### src/hw/rtl/assert_macros.svh
// Assertion macros shared by the bond-table RTL.
`ifndef ASSERT_MACROS_SVH
`define ASSERT_MACROS_SVH

// Whenever cond holds at a clock edge, result must hold at the same edge.
`define VBO_ASSERT_IMPLY(label, clk, rst, cond, result) \
   label: assert property (@(posedge clk) disable iff (rst) (cond) |-> (result)) \
      else $error("Same-cycle implication failed.");

// Whenever cond holds at a clock edge, result must hold at the next edge.
`define VBO_ASSERT_NEXT(label, clk, rst, cond, result) \
   label: assert property (@(posedge clk) disable iff (rst) (cond) |=> (result)) \
      else $error("Next-cycle implication failed.");

// The condition must never hold.
`define VBO_ASSERT_NEVER(label, clk, rst, cond) \
   label: assert property (@(posedge clk) disable iff (rst) !(cond)) \
      else $error("Forbidden condition observed.");

`endif

### src/hw/rtl/vbo_pkg.sv
// ----------------------------------------------------------------------------
// vbo_pkg
// Types and constants of the valence-bond table block.
// ----------------------------------------------------------------------------
package vbo_pkg;

   localparam int PAIRS   = 8;
   localparam int ROW_W   = $clog2(PAIRS);
   localparam int SITE_W  = 4;
   localparam int OP_W    = 2;
   localparam int IDX_W   = 3;
   localparam int COUNT_W = 16;

   typedef logic [SITE_W-1:0]  site_type;
   typedef logic [ROW_W-1:0]   row_type;
   typedef logic [IDX_W-1:0]   idx_type;
   typedef logic [COUNT_W-1:0] count_type;
   typedef logic [OP_W-1:0]    opfield_type;

   localparam count_type COUNT_MAX = '1;

   typedef enum logic [OP_W-1:0] {
      OP_LOAD  = 2'd0,
      OP_APPLY = 2'd1,
      OP_CLEAR = 2'd2
   } op_type;

   // Commands from the controller to the datapath.
   typedef struct packed {
      logic capture;
      logic execute;
   } cmd_type;

endpackage

### src/hw/rtl/vbo_if.sv
// ----------------------------------------------------------------------------
// vbo_req_if / vbo_rsp_if
// Valid/ready channels for requests and responses of the bond-table block.
// ----------------------------------------------------------------------------
interface vbo_req_if import vbo_pkg::*; ();
   logic        valid;
   logic        ready;
   opfield_type operation;
   site_type    site_a;
   site_type    site_b;
   idx_type     pair_index;

   modport source (output valid, operation, site_a, site_b, pair_index, input ready);
   modport sink   (input valid, operation, site_a, site_b, pair_index, output ready);
endinterface

interface vbo_rsp_if import vbo_pkg::*; ();
   logic      valid;
   logic      ready;
   logic      changed;
   count_type weight_count;
   logic      site_missing;

   modport source (output valid, changed, weight_count, site_missing, input ready);
   modport sink   (input valid, changed, weight_count, site_missing, output ready);
endinterface

### src/hw/rtl/vbo_ctrl.sv
// ----------------------------------------------------------------------------
// vbo_ctrl
// Controller: takes one request, runs it through the datapath, holds the
// response until it is taken.
// ----------------------------------------------------------------------------
`include "assert_macros.svh"

module vbo_ctrl import vbo_pkg::*; (
   input  logic    clock,
   input  logic    reset,
   input  logic    req_valid,
   output logic    req_ready,
   output logic    rsp_valid,
   input  logic    rsp_ready,
   output cmd_type cmd
);

   typedef enum logic [1:0] {
      S_IDLE,
      S_EXEC,
      S_RESP
   } state_type;

   state_type state_ff, state_in;
   logic      ready_ff, ready_in;
   logic      valid_ff, valid_in;

   always_comb begin
      state_in = state_ff;
      ready_in = ready_ff;
      valid_in = valid_ff;
      unique case (state_ff)
         S_IDLE: begin
            if (req_valid) begin
               state_in = S_EXEC;
               ready_in = 1'b0;
            end
         end
         S_EXEC: begin
            state_in = S_RESP;
            valid_in = 1'b1;
         end
         S_RESP: begin
            if (rsp_ready) begin
               state_in = S_IDLE;
               valid_in = 1'b0;
               ready_in = 1'b1;
            end
         end
         default: begin
            state_in = S_IDLE;
            ready_in = 1'b1;
            valid_in = 1'b0;
         end
      endcase
   end

   always_ff @(posedge clock) begin
      if (reset) begin
         state_ff <= S_IDLE;
         ready_ff <= 1'b1;
         valid_ff <= 1'b0;
      end else begin
         state_ff <= state_in;
         ready_ff <= ready_in;
         valid_ff <= valid_in;
      end
   end

   assign req_ready   = ready_ff;
   assign rsp_valid   = valid_ff;
   assign cmd.capture = req_valid && ready_ff;
   assign cmd.execute = (state_ff == S_EXEC);

   `VBO_ASSERT_NEVER(a_ready_and_valid, clock, reset, ready_ff && valid_ff)
   `VBO_ASSERT_NEXT(a_capture_then_exec, clock, reset, cmd.capture, cmd.execute)
   `VBO_ASSERT_NEXT(a_exec_then_resp, clock, reset, cmd.execute, valid_ff && !ready_ff)

endmodule

### src/hw/rtl/vbo_dpath.sv
// ----------------------------------------------------------------------------
// vbo_dpath
// Datapath: request register, bond table, parallel site match, bond
// rearrangement and saturating weight counter.
// ----------------------------------------------------------------------------
`include "assert_macros.svh"

module vbo_dpath import vbo_pkg::*; (
   input  logic        clock,
   input  logic        reset,
   input  cmd_type     cmd,
   input  opfield_type operation,
   input  site_type    site_a,
   input  site_type    site_b,
   input  idx_type     pair_index,
   output logic        changed,
   output count_type   weight_count,
   output logic        site_missing
);

   opfield_type op_ff;
   site_type    sa_ff;
   site_type    sb_ff;
   idx_type     idx_ff;

   site_type    pair_tbl_ff [PAIRS][2];
   site_type    pair_tbl_in [PAIRS][2];
   count_type   count_ff, count_in;
   logic        changed_ff, changed_in;
   logic        missing_ff, missing_in;

   logic        found_a, found_b;
   row_type     row_a, row_b;
   logic        slot_a, slot_b;
   site_type    partner_a;
   logic        idx_ok;
   row_type     load_row;
   logic        clear_exec;

   // All slots are compared at once; a later match overrides an earlier one,
   // so the highest matching row wins, and within that row the second slot.
   always_comb begin
      found_a   = 1'b0;
      found_b   = 1'b0;
      row_a     = '0;
      row_b     = '0;
      slot_a    = 1'b0;
      slot_b    = 1'b0;
      partner_a = '0;
      for (int r = 0; r < PAIRS; r++) begin
         for (int s = 0; s < 2; s++) begin
            if (pair_tbl_ff[r][s] == sa_ff) begin
               found_a   = 1'b1;
               row_a     = ROW_W'(r);
               slot_a    = 1'(s);
               partner_a = pair_tbl_ff[r][1-s];
            end
            if (pair_tbl_ff[r][s] == sb_ff) begin
               found_b = 1'b1;
               row_b   = ROW_W'(r);
               slot_b  = 1'(s);
            end
         end
      end
   end

   assign idx_ok     = (32'(idx_ff) < PAIRS);
   assign load_row   = ROW_W'(idx_ff);
   assign clear_exec = cmd.execute && (op_ff == OP_CLEAR);

   always_comb begin
      pair_tbl_in = pair_tbl_ff;
      count_in    = count_ff;
      changed_in  = 1'b0;
      missing_in  = 1'b0;
      if (cmd.execute) begin
         priority if (op_ff == OP_LOAD) begin
            if (idx_ok) begin
               pair_tbl_in[load_row][0] = sa_ff;
               pair_tbl_in[load_row][1] = sb_ff;
            end
         end else if (op_ff == OP_APPLY) begin
            if (!found_a || !found_b) begin
               missing_in = 1'b1;
            end else if (row_a != row_b) begin
               // The partner of site_a moves next to site_b's old partner,
               // and site_b takes its place beside site_a.
               pair_tbl_in[row_b][slot_b]  = partner_a;
               pair_tbl_in[row_a][!slot_a] = sb_ff;
               if (count_ff != COUNT_MAX) begin
                  count_in = count_ff + 1'b1;
               end
               changed_in = 1'b1;
            end
         end else if (op_ff == OP_CLEAR) begin
            count_in = '0;
         end else begin
            count_in = count_ff;
         end
      end else begin
         changed_in = changed_ff;
         missing_in = missing_ff;
      end
   end

   always_ff @(posedge clock) begin
      if (cmd.capture) begin
         op_ff  <= operation;
         sa_ff  <= site_a;
         sb_ff  <= site_b;
         idx_ff <= pair_index;
      end
      pair_tbl_ff <= pair_tbl_in;
   end

   always_ff @(posedge clock) begin
      if (reset) begin
         count_ff   <= '0;
         changed_ff <= 1'b0;
         missing_ff <= 1'b0;
      end else begin
         count_ff   <= count_in;
         changed_ff <= changed_in;
         missing_ff <= missing_in;
      end
   end

   assign changed      = changed_ff;
   assign weight_count = count_ff;
   assign site_missing = missing_ff;

   `VBO_ASSERT_NEVER(a_changed_and_missing, clock, reset, changed_ff && missing_ff)
   `VBO_ASSERT_NEXT(a_count_monotonic, clock, reset, !clear_exec, count_ff >= $past(count_ff))
   `VBO_ASSERT_NEXT(a_clear_zeroes, clock, reset, clear_exec, count_ff == '0)

endmodule

### src/hw/rtl/valence_bond_operator_apply.sv
// ----------------------------------------------------------------------------
// valence_bond_operator_apply
// Valence-bond table: loads bond pairs, applies bond operators that
// rearrange pairs, and counts rearrangements in a saturating counter.
// ----------------------------------------------------------------------------
// Channel   Direction  Handshake     Payload
// req       in         valid/ready   operation, site_a, site_b, pair_index
// rsp       out        valid/ready   changed, weight_count, site_missing
//
// Each transaction passes capture, execute and the response register in turn.
// The execute cycle matches all 16 table slots in parallel and rewrites two.
// A new request is accepted in the cycle after the response is taken.
// Synchronous reset clears the controller, the weight counter and the
// response flags; the pair table holds no defined value until loaded.
// ----------------------------------------------------------------------------
module valence_bond_operator_apply import vbo_pkg::*; (
   input logic      clock,
   input logic      reset,
   vbo_req_if.sink  req,
   vbo_rsp_if.source rsp
);

   cmd_type cmd;

   vbo_ctrl u_ctrl (
      .clock     (clock),
      .reset     (reset),
      .req_valid (req.valid),
      .req_ready (req.ready),
      .rsp_valid (rsp.valid),
      .rsp_ready (rsp.ready),
      .cmd       (cmd)
   );

   vbo_dpath u_dpath (
      .clock        (clock),
      .reset        (reset),
      .cmd          (cmd),
      .operation    (req.operation),
      .site_a       (req.site_a),
      .site_b       (req.site_b),
      .pair_index   (req.pair_index),
      .changed      (rsp.changed),
      .weight_count (rsp.weight_count),
      .site_missing (rsp.site_missing)
   );

endmodule

### src/flat_wrapper.sv
// flat-port wrapper written by rule: the top's interface ports become plain ports
module valence_bond_operator_apply_flat import vbo_pkg::*;
  (clock, reset, req_valid, req_operation, req_site_a, req_site_b, req_pair_index, req_ready, rsp_valid, rsp_changed, rsp_weight_count, rsp_site_missing, rsp_ready);
  vbo_req_if req_i ();
  vbo_rsp_if rsp_i ();
  input logic clock;
  input logic reset;
  input wire logic [$bits(req_i.valid)-1:0] req_valid;
  input wire logic [$bits(req_i.operation)-1:0] req_operation;
  input wire logic [$bits(req_i.site_a)-1:0] req_site_a;
  input wire logic [$bits(req_i.site_b)-1:0] req_site_b;
  input wire logic [$bits(req_i.pair_index)-1:0] req_pair_index;
  output wire logic [$bits(req_i.ready)-1:0] req_ready;
  output wire logic [$bits(rsp_i.valid)-1:0] rsp_valid;
  output wire logic [$bits(rsp_i.changed)-1:0] rsp_changed;
  output wire logic [$bits(rsp_i.weight_count)-1:0] rsp_weight_count;
  output wire logic [$bits(rsp_i.site_missing)-1:0] rsp_site_missing;
  input wire logic [$bits(rsp_i.ready)-1:0] rsp_ready;
  assign req_i.valid = req_valid;
  assign req_i.operation = req_operation;
  assign req_i.site_a = req_site_a;
  assign req_i.site_b = req_site_b;
  assign req_i.pair_index = req_pair_index;
  assign req_ready = req_i.ready;
  assign rsp_valid = rsp_i.valid;
  assign rsp_changed = rsp_i.changed;
  assign rsp_weight_count = rsp_i.weight_count;
  assign rsp_site_missing = rsp_i.site_missing;
  assign rsp_i.ready = rsp_ready;
  valence_bond_operator_apply u_core (.clock(clock), .reset(reset), .req(req_i), .rsp(rsp_i));
endmodule
### config.mk
export PLATFORM = sky130hd
export DESIGN_NAME = valence_bond_operator_apply_flat
export DESIGN_NICKNAME = d
export VERILOG_FILES = /design/src/hw/rtl/vbo_pkg.sv /design/src/hw/rtl/vbo_if.sv /design/src/hw/rtl/vbo_ctrl.sv /design/src/hw/rtl/vbo_dpath.sv /design/src/hw/rtl/valence_bond_operator_apply.sv /design/src/flat_wrapper.sv
export VERILOG_INCLUDE_DIRS = /design/src /design/src/hw/rtl
export SDC_FILE = /design/constraint.sdc
export NUM_CORES = 1
export LEC_CHECK = 0
export BUFFER_PORTS_ARGS = -buffer_cell sky130_fd_sc_hd__buf_2
export CAP_MARGIN = 20
export CORE_MARGIN = 4
export CORE_UTILIZATION = 61
export CTS_BUF_LIST = sky130_fd_sc_hd__clkbuf_4 sky130_fd_sc_hd__clkbuf_8
export CTS_CLUSTER_DIAMETER = 40
export DETAILED_ROUTE_END_ITERATION = 8
export PLACE_DENSITY = 0.9
export SLEW_MARGIN = 20
export SYNTH_ARGS = -nofsm -noshare
export SYNTH_HDL_FRONTEND = slang
export SYNTH_HIERARCHICAL = 1
export SYNTH_SLANG_ARGS = --single-unit
### constraint.sdc
create_clock -name clock -period 3.56 [get_ports clock]
set_input_delay 0.178 -clock clock [delete_from_list [all_inputs] [get_ports clock]]
set_output_delay 0.178 -clock clock [all_outputs]
set_load 0.05 [all_outputs]
# --- After elaboration in Yosys (flattened, before gate mapping) ---
# Index checks and enable logic that the tools add are counted.
word_totals:
  output_inout_bits: 20
  ff_bits: 99
  input_bits: 17
  wordCells: 255
classes:
  n_reduce_logical: 20
  n_eq_ne: 44
  n_addsub: 1
  bitwise: 8
  n_lt_le_gt_ge: 10
  mux: 146
ops:
  columns: ["cell", "n"]
  rows:
  - ["$bwmux W64", 4]
  - ["$mux W64", 4]
  - ["$eq A4 B4 Y1", 32]
  - ["$demux W8 S3", 4]
  - ["$mux W16", 5]
  - ["$mux W3", 26]
  - ["$mux W4", 19]
  - ["$mux W1", 74]
  - ["$mux W8", 3]
  - ["$add A16 B1 Y16 const B", 1]
  - ["$ne A16 B16 Y1 const B", 1]
  - ["$ge A4 B4 Y1 const B", 3]
  - ["$lt A4 B1 Y1 const B", 3]
  - ["$not A3 Y4", 3]
  - ["$demux W4 S1", 2]
  - ["$ne A2 B2 Y1 const B", 4]
  - ["$logic_and A1 B1 Y1", 6]
  - ["$pmux W1 S3", 2]
  - ["$pmux W2 S3", 1]
  - ["$reduce_and A6 Y1", 1]
  - ["$reduce_bool A2 Y1", 3]
  - ["$eq A2 B1 Y1 const B", 2]
  - ["$eq A2 B2 Y1 const B", 2]
  - ["$ge A2 B2 Y1 const B", 2]
  - ["12 further kinds", 22]

# --- Depth between registers and ports, before layout ---
logic_depth:
  word_depth: 29
  ltp_mapped: 13
  ltp_nobuf: 8

# --- Modules after synthesis ---
# The synthesis kept the hierarchy.
modules_own_cells:
  columns: ["module", "n_inst", "area_per_inst_um2", "seq_area_each_um2", "cells_per_inst"]
  rows:
  - ["vbo_dpath", 1, 7813.7, 2672.6, 820]
  - ["vbo_ctrl", 1, 161.4, 80.1, 15]

# --- Least setup slack after synthesis ---
# OpenSTA, ideal clock, no wires.
synth_path:
  path_type: "flip-flop to flip-flop"
  start: "register u_core.u_dpath.sa_ff[1]"
  end: "register u_core/u_dpath/pair_tbl_ff[36] (netlist name) (enable)"
  n_path_buf: 5
  required_ns: 3.251
  t_arrival_ns: 2.790
  slack_ns: 0.461
  setup_ns: 0.309
  period_less_slack_ns: 3.099
  stages_incl_launch_ff: 14
  path_cell_list: "edfxtp_1 > buf_6 > buf_12 > buf_8 > xnor2_1 > nand4_4 > o211ai_2 > a221o_1 > and2_1 > buf_2 > or4b_1 > clkbuf_1 > o211ai_1 > and3_1"
synth_between:
  elab_chain_len: 21
  elab_cells_between_ends: 52
  cone_classes: "eq/ne (18); mux (30); reduce/logical (4)"
synth_lines:
  columns: ["element", "line", "source"]
  rows:
  - ["start: declaration", "vbo_dpath.sv:22", "site_type sa_ff;"]
  - ["start signal: assignment", "vbo_dpath.sv:109", "sa_ff <= site_a;"]
  - ["$eq A4 B4 Y1", "vbo_dpath.sv:52", "if (pair_tbl_ff[r][s] == sa_ff) begin"]
  - ["$mux W1 (16 in a row)", "vbo_dpath.sv:52", null]
  - ["$logic_not A1 Y1", "vbo_dpath.sv:83", "if (!found_a || !found_b) begin"]
  - ["$logic_or A1 B1 Y1", "vbo_dpath.sv:83", null]
  - ["$ne A2 B2 Y1 (no source line)", null, null]
  - ["$reduce_and A4 Y1 (no source line) *", null, null]
  - ["end signal: assignment", "vbo_dpath.sv:113", "pair_tbl_ff <= pair_tbl_in;"]
  - ["end: declaration", "vbo_dpath.sv:26", "site_type pair_tbl_ff [PAIRS][2];"]
# Every way passes the cells marked *; elsewhere a longest branch is shown, timed or not.
# A chain may end at the register's enable or synchronous reset.

# --- Worst setup path after layout ---
layout_path:
  start: "register u_core.u_dpath.sa_ff[0]"
  end: "register u_core/u_dpath/pair_tbl_ff[17] (netlist name) (enable)"
# The elaborated chain is that of the path after synthesis.

==> impl_metrics.py <==
metrics = {
    "synth": {
        "ys_seq_area_share_pct": 34.5,
        "synth_edf_count": 77,
        "synth_async_sr_flop_share_pct": 0,
        "synth_simple_gate_area_share_pct": 24.1,
        "dominant_combinational_cell_family_by_area_after_synthesis": "simple AND/OR/NAND/NOR gates",
        "netlist.top_cell.by_area": "edfxtp_1",
        "syn-num-nets": 855,
        "compound_cell_area_share_of_the_yosys_netlist_pct": 20.3,
        "netlist-cell-type-count": 87,
        "synth_xor_area_share_pct": 14.4,
        "syn-mean-instance-area_um2": 9.55,
        "yosys.area.top_type_share_pct": 29.0,
        "synth_ff_type": "edfxtp_1",
        "synth_area_leaders": "edfxtp_1 (29%), xnor2_1 (10%), dfxtp_1 (5.5%), xor2_1 (4.0%), o221ai_1 (3.8%)",
        "syn_area_um2": 7980,
        "synth_warnings": 6,
        "synth_seq_cells": 99,
        "multiplexer_share_of_the_synthesized_area_pct": 0.126,
        "post_synth_fa_ha_maj_area_fraction_pct": 0.471,
        "count_of_mapped_cells_out_of_synthesis": 835,
    },
    "min_path": {
        "holdCritStartpoint": "reset",
        "cell_depth_of_the_worst_min_delay_path": 2,
        "hp-class": "in2reg",
    },
    "global_route": {
        "antenna_found_initial": 0,
        "maximum_number_of_pins_on_one_net_before_global_route_repair": 54,
        "global_route_congestion_overflow_total": 0,
        "grt_pass1_vias": 7065,
        "grt.total_usage_pct": 32.9,
        "wire_length_of_the_first_global_routing_pass_um": 38000,
    },
    "routing": {
        "wl_met1_um": 9110,
        "drc_errors": 0,
        "via_count": 7397,
        "routed.top_layer": "met5",
        "detailed_routed_wire_length_on_met2_um": 10800,
        "wl_per_cell_um": 23.1,
        "wl_met3_um": 3380,
        "drt_pass1_iterations": 7,
        "detail-route-antenna-nets": 0,
        "finalWirelength_um": 24100,
        "detail_route.vias_per_cell": 7.09,
        "detail_route.iter0.violations": 985,
    },
    "worst_setup_path": {
        "setup_crit_path_kind": "reg2reg",
        "worst_path_arrival_time_ns": 3.56,
        "crit_fanout": 24,
        "timing.critical_path.to_type": "flop",
        "worst_r2r_path_depth": 10,
        "cp_data_required_time_ns": 3.64,
        "worstSetupStartpointType": "flop",
        "setup.worst_path.start": "u_core/u_dpath/sa_ff[0]$_DFFE_PP_",
        "critical_path.reg2reg.startpoint": "u_core/u_dpath/sa_ff[0]$_DFFE_PP_",
    },
    "timing": {
        "worst_relative_slew_slack_pct": 48.6,
        "fin_setup_tns_ns": 0,
        "report.final.hold_viol_count": 0,
        "setup_viol_count_final": 0,
        "largest_clock_skew_in_the_final_design_ns": 0.0226,
        "fin_crit_sh_pct": 97.7,
        "worstMarginPinSlew_ns": 0.770,
        "setup_ws_ns": 0.0812,
        "timing_max_transition_violations_final": 0,
        "max_clock_freq_mhz": 287,
        "grt_setup_unrepaired": "false",
        "period_minus_slack_ns": 3.48,
    },
    "placed_design": {
        "dpl.cell_count": 1014,
        "place.detailed.hpwl_um": 17300,
        "placement.io_buffers": 36,
        "pre_cts_slack_ns": 0.221,
        "gp_congestion": 1.04,
    },
    "floorplanning": {
        "core_area_um2": 12700,
        "fp.dieW_um": 122,
        "dieArea_um2": 15000,
        "io_pins": 37,
        "num_rows": 41,
        "floorplan.die.height_um": 122,
        "initial_core_util_pct": 62.7,
    },
    "clock_network": {
        "clk_pin_slew_worst_paths_ns": 0.11,
        "postCtsSetupBuffers": 0,
        "max-clock-path-buffers": 2,
        "h-tree-depth": 3,
        "clock_tree_root_buffer_cell": "clkbuf_8",
        "clk_latency_ns": 0.39,
        "cts_tree": "yes",
        "tritoncts.num_buffers": 9,
        "cts.sink_count": 99,
    },
    "run": {
        "max_cap_viol_count": 0,
    },
    "cells_and_area": {
        "insertedDiodeCount": 0,
        "fraction_of_final_layout_cells_with_drive_strength_greater_than_1_pct": 14.0,
        "fin_nets": 886,
        "layout.cells.non_filler": 1043,
        "area_delta_synth_final_pct": 7.64,
        "mostFrequentLayoutCell": "xnor2_1",
        "mostFrequentLayoutCells": "xnor2_1 (92), nand2_1 (80), edfxtp_1 (77), nand3_1 (40), nor2_1 (38)",
    },
    "power_and_ir_drop": {
        "ir_drop_mv": 0.301,
        "fin_total_pwr_mw": 2.99,
        "leakage_nw": 2.89,
        "pwr_density_cell_nw_per_um2": 348,
    },
    "run_status": {
        "status": "finished, final reports clean",
    },
}
[registers in the layout, indices dropped and copies added, names as in the netlist]
register                     count
u_core/u_dpath/pair_tbl_ff      64
u_core/u_dpath/weight_count     16
u_core/u_dpath/sa_ff             4
u_core/u_dpath/sb_ff             4
u_core/u_dpath/idx_ff            3
u_core/u_ctrl/state_ff           2
u_core/u_dpath/op_ff             2
u_core/u_ctrl/req_ready          1
u_core/u_ctrl/rsp_valid          1
u_core/u_dpath/changed           1
u_core/u_dpath/site_missing      1
[worst max-delay path, cell delays in order, from the launching register on]
cell and delay [ns]:
edfxtp_1 0.43, buf_12 0.20, xnor2_1 0.20, and4_1 0.40, nor2_1 0.12, a221o_1 0.50
a211oi_4 0.40, o311ai_1 0.15, a21boi_1 0.16, buf_4 0.27, and3_1 0.32
[final cells by class]
| class | instances | area (µm²) |
|---|---|---|
| Multi-Input combinational cell | 659 | 4740 |
| Fill cell | 1022 | 4140 |
| Sequential cell | 99 | 2750 |
| Timing Repair Buffer | 87 | 633 |
| Tap cell | 172 | 215 |
| Clock buffer | 10 | 131 |
| Clock inverter | 6 | 71.3 |
| Inverter | 10 | 37.5 |
[per-stage QoR]
stage          area, µm²  hold slack, ns  util, %
2_1_floorplan       7980           0.247        -
3_3_place_gp        8250           0.354     64.8
3_5_place_dp        8250           0.357     64.8
4_1_cts             8580          0.0576     67.4
5_1_grt             8580          0.0868     67.5
6_report            8580          0.0737     67.5
[metal layers]
metal,global-route usage (%),vias up
met4,13.2,2
li1,-,3284
met3,10.2,90
met1,42.9,3471
met2,51.1,550
met5,0,-
[synth_stat cells (24+ instances only)]
master	n
edfxtp_1	77
clkbuf_1	31
o221ai_1	35
o2bb2ai_1	24
nand4_1	29
xnor2_1	92
a21oi_1	29
nand2_1	80
nand3_1	40
xor2_1	36
nor2_1	38
[worst paths after layout]
check / end / slack, ns
setup / recovery: u_core/u_dpath/pair_tbl_ff[17]$_DFFE_PP_ / 0.08
hold / removal: u_core/u_dpath/changed$_SDFFE_PP0P_ / 0.07
setup reg to reg: u_core/u_dpath/pair_tbl_ff[17]$_DFFE_PP_ / 0.08
hold reg to reg: u_core/u_dpath/site_missing$_SDFFE_PP0P_ / 0.49
[logic make-up (layout without fill, tap and decap cells)]
| group | after synthesis | after routing |
|---|---|---|
| adder cells (fa/ha/maj) | 3 | 3 |
| multiplexers | 1 | 1 |
| flip-flops | 99 | 99 |
| XOR/XNOR | 129 | 129 |
| AO/OA/AOI/OAI | 208 | 208 |
| AND/OR/NAND/NOR | 318 | 318 |
| buffers and inverters | 77 | 113 |
[where the power goes]
part           total (mW)  switching, mW  internal [mW]
Clock               0.757          0.416          0.342
Sequential           1.30         0.0248           1.28
Combinational       0.932          0.610          0.322
Total                2.99           1.05           1.94
[what timing repair did]
item | in CTS | in global routing
hold buffers | 13 | 0
resized for setup | 0 | 1
endpoints found under the hold margin | 13 | 0
endpoints found under the setup margin | 0 | 1
Power figures use the tool's default switching activity.
